[src/sv/keyed_accumulate_table_fifo_evict_assert.svh]
// Assertion macros used by the keyed accumulate table controller.
`ifndef KEYED_ACCUMULATE_TABLE_FIFO_EVICT_ASSERT_SVH
`define KEYED_ACCUMULATE_TABLE_FIFO_EVICT_ASSERT_SVH

// Same-cycle implication, checked on the rising edge of clk outside reset.
`define KATFE_ASSERT_IMPL(label, cond, prop, msg) \
  label: assert property (@(posedge clk) disable iff (rst) (cond) |-> (prop)) \
    else $error(msg);

// Next-cycle implication, checked on the rising edge of clk outside reset.
`define KATFE_ASSERT_NEXT(label, cond, prop, msg) \
  label: assert property (@(posedge clk) disable iff (rst) (cond) |=> (prop)) \
    else $error(msg);

`endif

[src/sv/katfe_pkg.sv]
// Package with the sizes, codes, scale function and control struct of the table.
package katfe_pkg;

  // Table geometry.
  localparam int DEPTH = 16;
  localparam int IDX_W = (DEPTH > 1) ? $clog2(DEPTH) : 1;

  // Field widths.
  localparam int KIND_W  = 2;
  localparam int ID_W    = 24;
  localparam int SHARE_W = 16;
  localparam int TOTAL_W = 24;
  localparam int SCALE_W = 7;
  localparam int ENTRY_W = KIND_W + ID_W + TOTAL_W;

  // Packed input beat: command, kind, id, share from the low bits up.
  localparam int IN_W = 1 + KIND_W + ID_W + SHARE_W;

  localparam logic [TOTAL_W-1:0] TOTAL_MAX = {TOTAL_W{1'b1}};

  // Command codes.
  localparam logic CMD_RECORD = 1'b0;
  localparam logic CMD_QUERY  = 1'b1;

  // Key kinds; every other code is not a key.
  localparam logic [KIND_W-1:0] KIND_CREATURE = 2'd1;
  localparam logic [KIND_W-1:0] KIND_PLAYER   = 2'd2;

  // Scale thresholds in hundredths and the matching percentages.
  localparam logic [TOTAL_W-1:0] THR_1 = 24'd201;
  localparam logic [TOTAL_W-1:0] THR_2 = 24'd301;
  localparam logic [TOTAL_W-1:0] THR_3 = 24'd501;
  localparam logic [TOTAL_W-1:0] THR_4 = 24'd701;
  localparam logic [TOTAL_W-1:0] THR_5 = 24'd1001;

  localparam logic [SCALE_W-1:0] SCALE_0 = 7'd100;
  localparam logic [SCALE_W-1:0] SCALE_1 = 7'd95;
  localparam logic [SCALE_W-1:0] SCALE_2 = 7'd85;
  localparam logic [SCALE_W-1:0] SCALE_3 = 7'd65;
  localparam logic [SCALE_W-1:0] SCALE_4 = 7'd45;
  localparam logic [SCALE_W-1:0] SCALE_5 = 7'd30;

  // Commands from the controller to the datapath.
  typedef struct packed {
    logic             load;     // capture the input beat
    logic             rd_en;    // issue a table read
    logic [IDX_W-1:0] rd_addr;  // entry being read
    logic             cmp;      // read data of cmp_idx is on the bus
    logic [IDX_W-1:0] cmp_idx;  // entry under compare
    logic             commit;   // update the table and load the result
  } ctl_cmd_t;

  // Reward scale percentage for a total in hundredths.
  function automatic logic [SCALE_W-1:0] scale_of(input logic [TOTAL_W-1:0] t);
    logic [SCALE_W-1:0] s;
    if (t < THR_1) s = SCALE_0;
    else if (t < THR_2) s = SCALE_1;
    else if (t < THR_3) s = SCALE_2;
    else if (t < THR_4) s = SCALE_3;
    else if (t < THR_5) s = SCALE_4;
    else s = SCALE_5;
    return s;
  endfunction

endpackage

[src/sv/keyed_accumulate_table_fifo_evict.sv]
// Top level of the keyed accumulate table with ring-order replacement.
// An accepted beat scans the table RAM one entry a cycle through the registered read port
// and stops at the first hit or after the last entry; the result beat is then loaded into
// the output register, and the next beat is taken in the cycle after that commit.
// A waiting result stalls only the next commit.
// Synchronous reset marks every entry empty at once and resets the replacement pointer.
module keyed_accumulate_table_fifo_evict (
  input  logic        clk,
  input  logic        rst,
  input  logic        s_tvalid,
  output logic        s_tready,
  input  logic [39:0] s_tdata,   // victim_id [23:0], kill_share [39:24]
  input  logic [2:0]  s_tuser,   // command [0], victim_kind [2:1]
  output logic        m_tvalid,
  input  logic        m_tready,
  output logic [31:0] m_tdata,   // total_amount [23:0], scale_percent [30:24], zero [31]
  output logic        m_tuser    // key_found [0]
);
  import katfe_pkg::*;

  ctl_cmd_t           ctl;
  logic               match;
  logic [TOTAL_W-1:0] total_amount;
  logic               key_found;
  logic [SCALE_W-1:0] scale_percent;
  logic [IN_W-1:0]    in_bits;

  // Pack the beat as command, kind, id, share from the low bits up.
  assign in_bits = {s_tdata[39:24], s_tdata[23:0], s_tuser[2:1], s_tuser[0]};

  katfe_ctrl u_ctrl (
    .clk       (clk),
    .rst       (rst),
    .in_valid  (s_tvalid),
    .in_ready  (s_tready),
    .out_valid (m_tvalid),
    .out_ready (m_tready),
    .match     (match),
    .ctl       (ctl)
  );

  katfe_datapath u_datapath (
    .clk           (clk),
    .rst           (rst),
    .ctl           (ctl),
    .in_bits       (in_bits),
    .match         (match),
    .total_amount  (total_amount),
    .key_found     (key_found),
    .scale_percent (scale_percent)
  );

  assign m_tdata = {1'b0, scale_percent, total_amount};
  assign m_tuser = key_found;

endmodule

[src/sv/katfe_ram.sv]
// Generic single-write, single-read RAM with a registered read port.
module katfe_ram #(
  parameter int WIDTH = 8,
  parameter int DEPTH = 16,
  localparam int AW = (DEPTH > 1) ? $clog2(DEPTH) : 1
) (
  input  logic             clk,
  input  logic             we,
  input  logic [AW-1:0]    waddr,
  input  logic [WIDTH-1:0] wdata,
  input  logic             re,
  input  logic [AW-1:0]    raddr,
  output logic [WIDTH-1:0] rdata
);

  logic [WIDTH-1:0] mem [DEPTH];

  // Write and registered read.
  always_ff @(posedge clk) begin
    if (we) begin
      mem[waddr] <= wdata;
    end
    if (re) begin
      rdata <= mem[raddr];
    end
  end

endmodule

[src/sv/katfe_datapath.sv]
// Datapath: input capture, entry compare, table storage, update and result register.
module katfe_datapath (
  input  logic                               clk,
  input  logic                               rst,
  input  katfe_pkg::ctl_cmd_t                ctl,
  input  logic [katfe_pkg::IN_W-1:0]         in_bits,   // command, kind, id, share
  output logic                               match,
  output logic [katfe_pkg::TOTAL_W-1:0]      total_amount,
  output logic                               key_found,
  output logic [katfe_pkg::SCALE_W-1:0]      scale_percent
);
  import katfe_pkg::*;

  // Captured input beat.
  logic               cmd_r;
  logic [KIND_W-1:0]  kind_r;
  logic [ID_W-1:0]    key_r;
  logic [SHARE_W-1:0] share_r;

  // Table state kept in flip-flops.
  logic [DEPTH-1:0]   valid;
  logic [IDX_W-1:0]   oldest;

  // Hit tracking for the current item.
  logic               hit_r;
  logic [IDX_W-1:0]   hit_idx;
  logic [TOTAL_W-1:0] hit_total;

  // Memory ports.
  logic               we;
  logic [IDX_W-1:0]   waddr;
  logic [ENTRY_W-1:0] wdata;
  logic [ENTRY_W-1:0] rdata;
  logic [KIND_W-1:0]  rd_kind;
  logic [ID_W-1:0]    rd_key;
  logic [TOTAL_W-1:0] rd_total;

  logic               kind_ok;
  logic               is_record;
  logic [TOTAL_W:0]   sum;
  logic [TOTAL_W-1:0] sat_sum;
  logic [TOTAL_W-1:0] res_total;

  katfe_ram #(
    .WIDTH (ENTRY_W),
    .DEPTH (DEPTH)
  ) u_ram (
    .clk   (clk),
    .we    (we),
    .waddr (waddr),
    .wdata (wdata),
    .re    (ctl.rd_en),
    .raddr (ctl.rd_addr),
    .rdata (rdata)
  );

  assign {rd_kind, rd_key, rd_total} = rdata;

  // An empty or invalid kind never matches.
  assign kind_ok   = (kind_r == KIND_CREATURE) || (kind_r == KIND_PLAYER);
  assign is_record = (cmd_r == CMD_RECORD);
  assign match     = ctl.cmp && valid[ctl.cmp_idx] && kind_ok &&
                     (rd_kind == kind_r) && (rd_key == key_r);

  // Saturating accumulate on a hit.
  assign sum     = {1'b0, hit_total} + {{(TOTAL_W + 1 - SHARE_W){1'b0}}, share_r};
  assign sat_sum = sum[TOTAL_W] ? TOTAL_MAX : sum[TOTAL_W-1:0];

  // Total after the operation.
  always_comb begin
    if (hit_r) begin
      res_total = is_record ? sat_sum : hit_total;
    end else if (is_record && kind_ok) begin
      res_total = {{(TOTAL_W - SHARE_W){1'b0}}, share_r};
    end else begin
      res_total = '0;
    end
  end

  // Table write: update the hit entry or replace the oldest one.
  assign we    = ctl.commit && is_record && kind_ok;
  assign waddr = hit_r ? hit_idx : oldest;
  assign wdata = {kind_r, key_r, res_total};

  // Control state of the table.
  always_ff @(posedge clk) begin
    if (rst) begin
      valid  <= '0;
      oldest <= '0;
      hit_r  <= 1'b0;
    end else begin
      if (ctl.load) begin
        hit_r <= 1'b0;
      end else if (match) begin
        hit_r <= 1'b1;
      end
      if (we && !hit_r) begin
        valid[oldest] <= 1'b1;
        oldest <= (oldest == IDX_W'(DEPTH - 1)) ? '0 : oldest + 1'b1;
      end
    end
  end

  // Payload registers.
  always_ff @(posedge clk) begin
    if (ctl.load) begin
      {share_r, key_r, kind_r, cmd_r} <= in_bits;
    end
    if (match) begin
      hit_idx   <= ctl.cmp_idx;
      hit_total <= rd_total;
    end
    if (ctl.commit) begin
      total_amount  <= res_total;
      key_found     <= hit_r;
      scale_percent <= scale_of(res_total);
    end
  end

endmodule

[src/sv/katfe_ctrl.sv]
// Controller: sequences capture, table scan, commit and the output handshake.
module katfe_ctrl (
  input  logic                clk,
  input  logic                rst,
  input  logic                in_valid,
  output logic                in_ready,
  output logic                out_valid,
  input  logic                out_ready,
  input  logic                match,
  output katfe_pkg::ctl_cmd_t ctl
);
  import katfe_pkg::*;

  `include "keyed_accumulate_table_fifo_evict_assert.svh"

  typedef enum logic [1:0] {
    S_IDLE,
    S_SCAN,
    S_FINISH
  } state_t;

  localparam logic [IDX_W-1:0] LAST = IDX_W'(DEPTH - 1);

  state_t           state;
  logic [IDX_W-1:0] rd_idx;
  logic [IDX_W-1:0] cmp_idx;
  logic             cmp_pend;
  logic             accept;
  logic             out_free;

  assign in_ready = (state == S_IDLE);
  assign accept   = in_valid && in_ready;
  assign out_free = !out_valid || out_ready;

  // Commands to the datapath.
  always_comb begin
    ctl.load    = accept;
    ctl.rd_en   = (state == S_SCAN);
    ctl.rd_addr = rd_idx;
    ctl.cmp     = cmp_pend;
    ctl.cmp_idx = cmp_idx;
    ctl.commit  = (state == S_FINISH) && out_free;
  end

  // State machine with the scan counters and the output valid flag.
  always_ff @(posedge clk) begin
    if (rst) begin
      state     <= S_IDLE;
      rd_idx    <= '0;
      cmp_idx   <= '0;
      cmp_pend  <= 1'b0;
      out_valid <= 1'b0;
    end else begin
      // A commit loads a new result beat; otherwise an accepted beat empties the output.
      if (ctl.commit) begin
        out_valid <= 1'b1;
      end else if (out_ready) begin
        out_valid <= 1'b0;
      end
      unique case (state)
        S_IDLE: begin
          if (accept) begin
            state    <= S_SCAN;
            rd_idx   <= '0;
            cmp_pend <= 1'b0;
          end
        end
        S_SCAN: begin
          if (cmp_pend && (match || cmp_idx == LAST)) begin
            state    <= S_FINISH;
            cmp_pend <= 1'b0;
          end else begin
            cmp_pend <= 1'b1;
            cmp_idx  <= rd_idx;
            rd_idx   <= (rd_idx == LAST) ? '0 : rd_idx + 1'b1;
          end
        end
        S_FINISH: begin
          if (out_free) begin
            state <= S_IDLE;
          end
        end
        default: begin
          state <= S_IDLE;
        end
      endcase
    end
  end

  `KATFE_ASSERT_IMPL(a_commit_free, ctl.commit, !out_valid || out_ready, "commit with output busy")
  `KATFE_ASSERT_NEXT(a_commit_valid, ctl.commit, out_valid, "commit did not raise valid")
  `KATFE_ASSERT_NEXT(a_one_item, accept, !in_ready, "second item taken during scan")
  `KATFE_ASSERT_IMPL(a_cmp_in_scan, ctl.cmp, state == S_SCAN, "compare outside the scan")

endmodule

[config.mk]
export PLATFORM = sky130hd
export DESIGN_NAME = keyed_accumulate_table_fifo_evict
export DESIGN_NICKNAME = d
export VERILOG_FILES = /design/src/sv/katfe_pkg.sv /design/src/sv/keyed_accumulate_table_fifo_evict.sv /design/src/sv/katfe_ram.sv /design/src/sv/katfe_datapath.sv /design/src/sv/katfe_ctrl.sv
export VERILOG_INCLUDE_DIRS = /design/src /design/src/sv
export SDC_FILE = /design/constraint.sdc
export NUM_CORES = 1
export LEC_CHECK = 0
export ABC_AREA = 0
export BUFFER_PORTS_ARGS = -buffer_cell sky130_fd_sc_hd__buf_2
export CORE_MARGIN = 3
export CORE_UTILIZATION = 60
export CTS_BUF_LIST = sky130_fd_sc_hd__clkbuf_4 sky130_fd_sc_hd__clkbuf_8
export DETAILED_ROUTE_END_ITERATION = 8
export PLACE_DENSITY_LB_ADDON = 0.08
export SYNTH_ARGS = -nofsm -noshare
export SYNTH_HDL_FRONTEND = slang
export SYNTH_SLANG_ARGS = --single-unit
[constraint.sdc]
create_clock -name clk -period 13.1 [get_ports clk]
set_input_delay 2.62 -clock clk [delete_from_list [all_inputs] [get_ports clk]]
set_output_delay 2.62 -clock clk [all_outputs]
set_load 0.005 [all_outputs]
## Word level (Yosys, flattened, before mapping)

Memories as Yosys holds them, arrays and structs flattened. A register that Yosys moved wholly into a read port is not among the register bits.
Index checks and enable logic that the tools add are counted.

- Add/subtract/negate cells: 3
- Order comparisons: 8
- Equality and inequality tests: 13
- Mux-type cells: 29
- Bitwise operators: 3
- Reduce and logical (&&, ||, !) cells: 27

Operator list:

| kind | count |
|---|---|
| 2-to-1 mux 24 bit | 3 |
| < comparator 24 x 10 -> 1 bit (second input constant) | 2 |
| < comparator 24 x 9 -> 1 bit (second input constant) | 2 |
| adder 24 x 16 -> 25 bit | 1 |
| == test 24 bit | 1 |
| < comparator 24 x 8 -> 1 bit (second input constant) | 1 |
| 2-to-1 mux 6 bit | 4 |
| 2-to-1 mux 4 bit | 5 |
| 2-to-1 mux 16 bit | 1 |
| OR 16 bit | 1 |
| == test 4 bit (second input constant) | 3 |
| logical AND 1 bit | 12 |
| < comparator 4 x 5 -> 1 bit (second input constant) | 2 |
| adder 4 x 1 -> 4 bit (second input constant) | 2 |
| 2-to-1 mux 1 bit | 8 |
| one-hot mux 4 bit (2 select lines) | 1 |
| 2-to-1 mux 2 bit | 3 |
| != test 2 bit (second input constant) | 3 |
| one-hot mux 2 bit (3 select lines) | 1 |
| AND reduction 3 bit | 2 |
| binary-select mux 1 bit (select 4 bit) | 1 |
| demux 1 bit (select 4 bit) | 1 |
| == test 2 x 1 -> 1 bit (second input constant) | 2 |
| == test 2 bit (second input constant) | 2 |
| 13 further kinds | 19 |

- Flip-flop bits (word level): 136
- RAM bits: 800
- Bits of input ports: 47
- Output and inout port bits: 35
- Logic and storage cells: 103
- Memories kept: 1

Memories:

| name | depth | bits a word | read ports | clocked after Yosys merged registers in | write ports | line | source |
|---|---|---|---|---|---|---|---|
| u_datapath.u_ram.mem | 16 | 50 | 1 | 1 | 1 | katfe_ram.sv:16 | `logic [WIDTH-1:0] mem [DEPTH];` |

## Longest topological paths before layout

Gate-level depths: netlist of run 1.

- Depth after elaboration: 10
- Mapped depth: 13
- Gate-level depth less buffers: 12

## By module

A second synthesis of run 1 with hierarchy kept.

- Cells, all modules: 1934
- Area, all modules: 38385.6 sq um

Modules (own cells, without submodules):

| module | instances | cells each | area each (sq um) |
|---|---|---|---|
| katfe_ram | 1 | 1294 | 31412.6 |
| katfe_datapath | 1 | 573 | 6369.9 |
| katfe_ctrl | 1 | 65 | 591.8 |
| keyed_accumulate_table_fifo_evict | 1 | 2 | 11.3 |

## Worst setup path after synthesis of run 1

No wires, ideal clock.

- Path kind: input port to flip-flop
- From: input port m_tready
- To: memory u_datapath.u_ram.mem[0][0] in the netlist's numbering (enable)
- Data arrival time: 5.485 ns
- Slack: 7.157 ns
- Stages on the path: 5
- Buffers on the path: 0
- Cell sequence: nor2b_1 nand2b_1 nor3_1 o21ai_0 nor2_1

- Cells in the longest elaborated chain, start to end: 6

Ends and longest elaborated chain:

| item | line | source |
|---|---|---|
| from (decl) | keyed_accumulate_table_fifo_evict.sv:15 | `input logic m_tready,` |
| logical OR 1 bit | katfe_ctrl.sv:33 | `assign out_free = !out_valid \|\| out_ready;` |
| logical AND 1 bit | katfe_ctrl.sv:42 | `ctl.commit = (state == S_FINISH) && out_free;` |
| logical AND 1 bit (2 in a row) | katfe_datapath.sv:81 | `assign we = ctl.commit && is_record && kind_ok;` |
| 2-to-1 mux 1 bit | katfe_ram.sv:20 | `if (we) begin` |
| 2-to-1 mux 1 bit (implied by the code) | katfe_ram.sv:21 | `mem[waddr] <= wdata;` |
| to (decl) | katfe_ram.sv:16 |  |

No other way between the ends.

## Worst setup path in the final report of run 1

- From: register u_datapath.hit_total[0]
- To: register u_datapath.scale_percent[4] in the netlist's numbering, data pin

- Cells in the longest elaborated chain, start to end: 9

Ends and longest elaborated chain:

| item | line | source |
|---|---|---|
| from (decl) | katfe_datapath.sv:27 | `logic [TOTAL_W-1:0] hit_total;` |
| from (signal assigned) | katfe_datapath.sv:111 | `hit_total <= rd_total;` |
| adder 24 x 16 -> 25 bit (*) | katfe_datapath.sv:66 | `assign sum = {1'b0, hit_total} + {{(TOTAL_W + 1 - SHARE_W){1'b0}}, share_r};` |
| 2-to-1 mux 24 bit (*) | katfe_datapath.sv:67 | `assign sat_sum = sum[TOTAL_W] ? TOTAL_MAX : sum[TOTAL_W-1:0];` |
| 2-to-1 mux 24 bit (*) | katfe_datapath.sv:72 | `res_total = is_record ? sat_sum : hit_total;` |
| 2-to-1 mux 24 bit (*) | katfe_datapath.sv:71 | `if (hit_r) begin` |
| via u_datapath.res_total[12] | katfe_datapath.sv:42 | `logic [TOTAL_W-1:0] res_total;` |
| < comparator 24 x 10 -> 1 bit | katfe_pkg.sv:60 | `else if (t < THR_5) s = SCALE_4;` |
| 2-to-1 mux 6 bit | katfe_pkg.sv:60 |  |
| 2-to-1 mux 6 bit | katfe_pkg.sv:59 | `else if (t < THR_4) s = SCALE_3;` |
| 2-to-1 mux 6 bit | katfe_pkg.sv:58 | `else if (t < THR_3) s = SCALE_2;` |
| 2-to-1 mux 6 bit | katfe_pkg.sv:57 | `else if (t < THR_2) s = SCALE_1;` |
| to (signal assigned) | katfe_datapath.sv:116 | `scale_percent <= scale_of(res_total);` |
| to (decl) | katfe_datapath.sv:10 | `output logic [katfe_pkg::SCALE_W-1:0] scale_percent` |

The timed path passes the listed nets; every way through them passes the cells marked *.
A chain may end at the register's enable or synchronous reset.

==> results of run 1 <==
## Yosys cell counts, types with 6 or more instances
library cell / count / area (um2)
edfxtp_1: 953 / 28600
mux4_2: 255 / 5740
nor2_1: 73 / 274
clkbuf_1: 59 / 221
nand2_1: 39 / 146
dfxtp_1: 33 / 661
xnor2_1: 33 / 289
a21oi_1: 32 / 160
a31oi_1: 25 / 156
inv_1: 22 / 82.6
ha_1: 21 / 263
nand3_1: 18 / 90.1
nor3_1: 18 / 90.1
o21ai_0: 17 / 85.1
buf_1: 15 / 56.3
nand4_1: 10 / 62.6
and2_1: 8 / 50.1
nor2b_1: 8 / 50.1
a21o_1: 6 / 45.0
o211ai_1: 6 / 45.0
## flip-flops by register name, indices dropped and copies added (netlist names)
name / count
u_ctrl.rd_idx: 4
u_ctrl.cmp_pend: 1
u_ctrl.out_valid: 1
u_datapath.share_r: 16
u_datapath.u_ram.mem: 800
u_datapath.valid: 16
u_datapath.cmd_r: 1
u_datapath.u_ram.rdata: 50
u_datapath.hit_idx: 4
u_datapath.kind_r: 2
u_datapath.total_amount: 24
u_datapath.key_r: 24
u_datapath.hit_total: 24
u_datapath.key_found: 1
u_ctrl.state: 2
u_ctrl.cmp_idx: 4
u_datapath.oldest: 4
u_datapath.scale_percent: 7
u_datapath.hit_r: 1
## power by group through the flow
stage	logic, mW	registers, mW	clock network (mW)
after floorplan	0.170	3.56	0
after global placement	0.225	3.58	0
after detailed placement	0.229	3.58	0
after CTS	0.229	3.51	2.52
after global routing	0.244	3.51	2.66
final	0.225	3.51	2.45
## stage by stage
| step | setup slack (ns) | power, mW |
|---|---|---|
| 2_1_floorplan | 7.16 | 3.73 |
| 3_3_place_gp | 7.36 | 3.80 |
| 3_5_place_dp | 7.25 | 3.81 |
| 4_1_cts | 7.98 | 6.26 |
| 5_1_grt | 7.74 | 6.42 |
| 6_report | 7.97 | 6.19 |
## worst max-delay path by stage
| stage | start | endpoint | slack [ns] | cells after the start |
|---|---|---|---|---|
| 5_1_grt | u_datapath.hit_total[0] | u_datapath.scale_percent[4] | 7.74 | 11 |
| 4_1_cts | u_datapath.hit_total[0] | u_datapath.scale_percent[4] | 7.98 | 11 |
| 2_1_floorplan | m_tready | u_datapath.u_ram.mem[0][0] | 7.16 | 5 |
| 6_report | u_datapath.hit_total[0] | u_datapath.scale_percent[4] | 7.97 | 11 |
| 3_5_place_dp | m_tready | u_datapath.u_ram.mem[4][2] | 7.25 | 7 |
| 3_3_place_gp | m_tready | u_datapath.u_ram.mem[4][2] | 7.36 | 7 |
## area by class of cell
class	instances	share of cell area
Sequential cell	986	0.683
Multi-Input combinational cell	692	0.205
Clock buffer	209	0.0600
Tap cell	846	0.0247
Timing Repair Buffer	119	0.0162
Clock inverter	62	0.00867
Inverter	23	0.00201
Antenna cell	1	0.0000584
## routing by layer
layer	vias up	wire, um	GRT usage
met5	-	0	0
met4	0	1750	0.0842
met3	131	4850	0.0428
met2	678	39600	0.394
met1	9803	33800	0.358
li1	7922	-	-
## cells by family after synthesis
kind of cell / after synthesis / synth area share
AO/OA/AOI/OAI: 159 / 0.0304
adder cells (fa/ha/maj): 22 / 0.00737
XOR/XNOR: 38 / 0.00868
AND/OR/NAND/NOR: 211 / 0.0274
other: 1 / 0.0000978
flip-flops: 986 / 0.763
buffers and inverters: 105 / 0.0115
multiplexers: 261 / 0.151
==> results_dict.tcl, run 1 <==
set metrics [dict create \
    status "completed" \
    row_count 92 \
    hold_path_class "register to register" \
    dr.pass1.iters 5 \
    clk_pin_slew_worst_paths_ns 0.06 \
    r2r_slack_ns 7.97 \
    setup-tns-final_ns 0 \
    vias_per_cell 6.31 \
    antenna_found_initial 1 \
    wl_per_cell_um 27.2 \
    drt_iter0_markers 1819 \
    die_h_um 259 \
    grt_max_degree 62 \
    tightestPinTransition_ns 1.31 \
    seq_area_frac_synth 0.763 \
    finalMaxSlewViolations 0 \
    ioPinCount 82 \
    critPathKind "register to register" \
    fin_hold_ws_ns 0.423 \
    power.density_nw_per_um2 144 \
    final_util 0.678 \
    htree_num_levels 4 \
    worstPathArrival_ns 5.67 \
    wirelength_um 80000 \
    ctsResizeCount 0 \
    core-area_um2 63200 \
    syn_inst 1783 \
    initial_core_util 0.607 \
    die_x_um 259 \
    crit_path_end_kind "register" \
    min_from "u_datapath.u_ram.rdata[20]" \
    cp_common_cell "nand3_1" \
    clock_skew_ns 0.0371 \
    power.share.clock 0.396 \
    reg2reg_from "u_datapath.hit_total[0]" \
    reg2reg_depth 11 \
    synth_seq_cells 986 \
    seqPwrFrac 0.567 \
    async_flop_share 0 \
    final_common_cell "edfxtp_1" \
    yosysWarnings 0 \
    maxCapViolCount 0 \
    drtAntennaViolNets 0 \
    nets 2045 \
    worst_setup_path_start_kind "register" \
    cp_num_buf_inv 0 \
    cts_tree "built" \
    cts_sinks 986 \
    cts-root-buf "clkbuf_8" \
    required_ns 13.64 \
    yosys_most_used_dff "edfxtp_1" \
    cts_buffer_depth 3 \
    num_vias 18500 \
    leakage_nw 13.3 \
    finalSetupViolations 0 \
    ir_drop_v 0.000102 \
    dieArea_um2 67000 \
    synth_edf_count 953 \
    dpl_cell_area_um2 39900 \
    hold_depth 0 \
    fin_area_um2 42900 \
    clk_latency_ns 0.79 \
    multi_input_area_um2 8780 \
    first_global_vias 19400 \
    hold_viol_final 0 \
    synth.distinct_cells 85 \
    combPwrFrac 0.036 \
    finalCriticalPeriod_ns 5.13 \
    remaining_drc_errors 0 \
    cts_hold_buf 0 \
    cts_setup_buffers 0 \
    grt_first_pass_wirelength_um 121000 \
    crit_fanout 18 \
    synth_nets 1852 \
    p_int_mw 4.89 \
    gp_congestion 0.956 \
    grt_overflow 0 \
    final_cell_mix "edfxtp_1 (953), mux4_2 (255), clkbuf_8 (160)" \
    numCtsBuffers 154 \
    slew_headroom 0.123 \
    hpwlAfterDp_um 43900 \
    drive_gt1_frac 0.317 \
    fin_crit_sh 0.391 \
    worstPathCellList "ha_1 -> fa_1 -> a211oi_1 -> o211ai_1 -> nand4_2 -> nand3_1 -> a22oi_2 -> nand3_1 -> a2111o_1 -> or4b_1 -> or3_1" \
    netlist_area_um2 38400 \
    netSwitchingFraction 0.210 \
    grt_use_total 0.248 \
    syn_avg_cell_area_um2 21.5 \
    crit_family "simple AND/OR/NAND/NOR gates" \
    fmax_ghz 0.195 \
    r2r-end "u_datapath.scale_percent[4]" \
    finalNonFillerCells 2938 \
    rsz0062_at_grt "false" \
    io_buffers 80 \
    layout.area.seq_um2 29300 \
    hold_end "u_datapath.hit_total[20]" \
    nFillCells 4022 \
    crit_slowest_cell "or4b_1" \
    power.switching_mw 1.30 \
    max_stage_delay_ns 0.71 \
    dp.cells 2666 \
    area_growth_pct 11.7 \
]
(Power assumes the default switching activity.)
==> run 2: changes to the inputs <==
==> constraint.sdc (replaced) <==
create_clock -name clk -period 5.1 [get_ports clk]
set_input_delay 1.02 -clock clk [delete_from_list [all_inputs] [get_ports clk]]
set_output_delay 1.02 -clock clk [all_outputs]
set_load 0.005 [all_outputs]
==> run 2 against run 1 <==
  * Design area rose by 0.82%
  * Sequential share of layout area is 0.56 points lower
  * Global-route usage is 1.3 points higher
  * Count of clock-buffer cells in the layout is 6 higher
  * Sequential cell count unchanged
  * Power grew to 2.6 times the previous value
  * Die area did not move
  * Critical path depth is 1 higher
  * Utilization grew 0.56 points
  * Clock skew is 0.011 ns lower
  * First-iteration DRC count is 14% higher
  * Clock power grew to 2.6 times the previous value
  * Highest routed layer unchanged
==> results_dict.tcl, run 2 (synthesis results as in run 1) <==
set metrics [dict create \
    status "completed" \
    maxCapViolCount 0 \
    final_common_cell "edfxtp_1" \
    finalMaxSlewViolations 0 \
    power.density_nw_per_um2 371 \
    ioPinCount 82 \
    io_buffers 80 \
    drive_gt1_frac 0.324 \
    nFillCells 4006 \
    htree_num_levels 4 \
    cts_buffer_depth 3 \
    clock_skew_ns 0.0262 \
    grt_first_pass_wirelength_um 126000 \
    crit_family "compound AO/OA/AOI/OAI gates" \
    cts-root-buf "clkbuf_8" \
    grt_overflow 0 \
    fin_hold_ws_ns 0.408 \
    r2r_slack_ns 0.64 \
    crit_fanout 18 \
    vias_per_cell 6.37 \
    required_ns 5.76 \
    finalSetupViolations 0 \
    multi_input_area_um2 8780 \
    dr.pass1.iters 8 \
    dieArea_um2 67000 \
    ir_drop_v 0.000268 \
    reg2reg_from "u_datapath.hit_total[0]" \
    ctsResizeCount 0 \
    clk_pin_slew_worst_paths_ns 0.06 \
    fmax_ghz 0.224 \
    core-area_um2 63200 \
    antenna_found_initial 3 \
    drtAntennaViolNets 0 \
    die_x_um 259 \
    cts_sinks 986 \
    leakage_nw 13.9 \
    final_util 0.684 \
    dp.cells 2684 \
    dpl_cell_area_um2 40200 \
    numCtsBuffers 156 \
    crit_end "u_datapath.scale_percent[3]" \
    largest_reg_flops 800 \
    row_count 92 \
    cts_setup_buffers 0 \
    critPathKind "register to register" \
    final_cell_mix "edfxtp_1 (953), mux4_2 (255), clkbuf_8 (160)" \
    crit_slowest_cell "a2111oi_0" \
    worstPathArrival_ns 5.12 \
    grt_max_degree 89 \
    finalCriticalPeriod_ns 4.46 \
    fin_crit_sh 0.874 \
    cp_num_buf_inv 2 \
    total_power_mw 16.0 \
    cp-startpoint "u_datapath.hit_total[0]" \
    wirelength_um 84200 \
    initial_core_util 0.607 \
    cts_tree "built" \
    rsz0062_at_grt "false" \
    cp_common_cell "a211o_1" \
    hold_path_class "primary input to register" \
    cts_hold_buf 0 \
    hpwlAfterDp_um 44700 \
    gp_congestion 0.942 \
    remaining_drc_errors 0 \
    slew_headroom 0.180 \
    r2r-end "u_datapath.scale_percent[3]" \
    grt_use_total 0.261 \
    max_stage_delay_ns 0.70 \
    drt_iter0_markers 2074 \
    layout.area.seq_um2 29300 \
    nets 2065 \
    num_vias 18900 \
    pre_cts_ws_ns 0.736 \
    regMostFlops "u_datapath.u_ram.mem" \
    finalNonFillerCells 2960 \
    worst_setup_path_start_kind "register" \
    hold_viol_final 0 \
    tightestPinTransition_ns 1.23 \
    fin_ws_ns 0.641 \
    first_global_vias 19400 \
    clk_latency_ns 0.79 \
    area_growth_pct 12.6 \
    wl_per_cell_um 28.4 \
    reg.largest.list "u_datapath.u_ram.mem x800, u_datapath.u_ram.rdata x50" \
    die_h_um 259 \
    worstPathCellList "ha_1 -> fa_1 -> a211oi_1 -> o211ai_1 -> nand4_2 -> nand3_1 -> buf_4 -> o31ai_1 -> inv_1 -> a2111oi_0 -> a211o_1 -> a211o_1" \
    fin_area_um2 43200 \
    reg2reg_depth 12 \
    path_depth 12 \
    setup-tns-final_ns 0 \
    crit_path_end_kind "register" \
]
## run 2: changes by cell type in the layout (fill, tap and decap cells not counted), moves of 2 or more
cell,change
clkinv_2,-2
clkbuf_4,+6
clkinvlp_4,-3
buf_12,+13
buf_4,+5
## run 2: layout make-up
cell class,instances,share of cell area
sequential,986,0.678
multi-input combinational,692,0.203
clock buffer,215,0.0605
tap,846,0.0245
timing repair buffer,137,0.0229
clock inverter,60,0.00883
inverter,23,0.00200
antenna,1,0.0000579
## run 2: worst min-delay path by stage
stage,from,endpoint,cells after the start
5_1_grt,s_tdata[21],u_datapath.key_r[21],1
3_5_place_dp,u_datapath.u_ram.rdata[19],u_datapath.hit_total[19],0
2_1_floorplan,u_datapath.u_ram.rdata[0],u_datapath.hit_total[0],0
4_1_cts,s_tdata[22],u_datapath.key_r[22],1
6_report,s_tdata[22],u_datapath.key_r[22],1
3_3_place_gp,u_datapath.u_ram.rdata[17],u_datapath.hit_total[17],0
## run 2: where the power goes
group / internal [mW] / switching, mW
logic: 0.277 / 0.299
clock network: 3.47 / 2.96
registers: 8.93 / 0.0962
total: 12.7 / 3.35
## run 2: routing by layer
layer	vias to the layer above	wire length, um	global-route usage
li1	7951	-	-
met1	9980	34500	0.377
met2	791	41600	0.410
met3	130	6180	0.0503
met4	0	1840	0.0900
met5	-	0	0
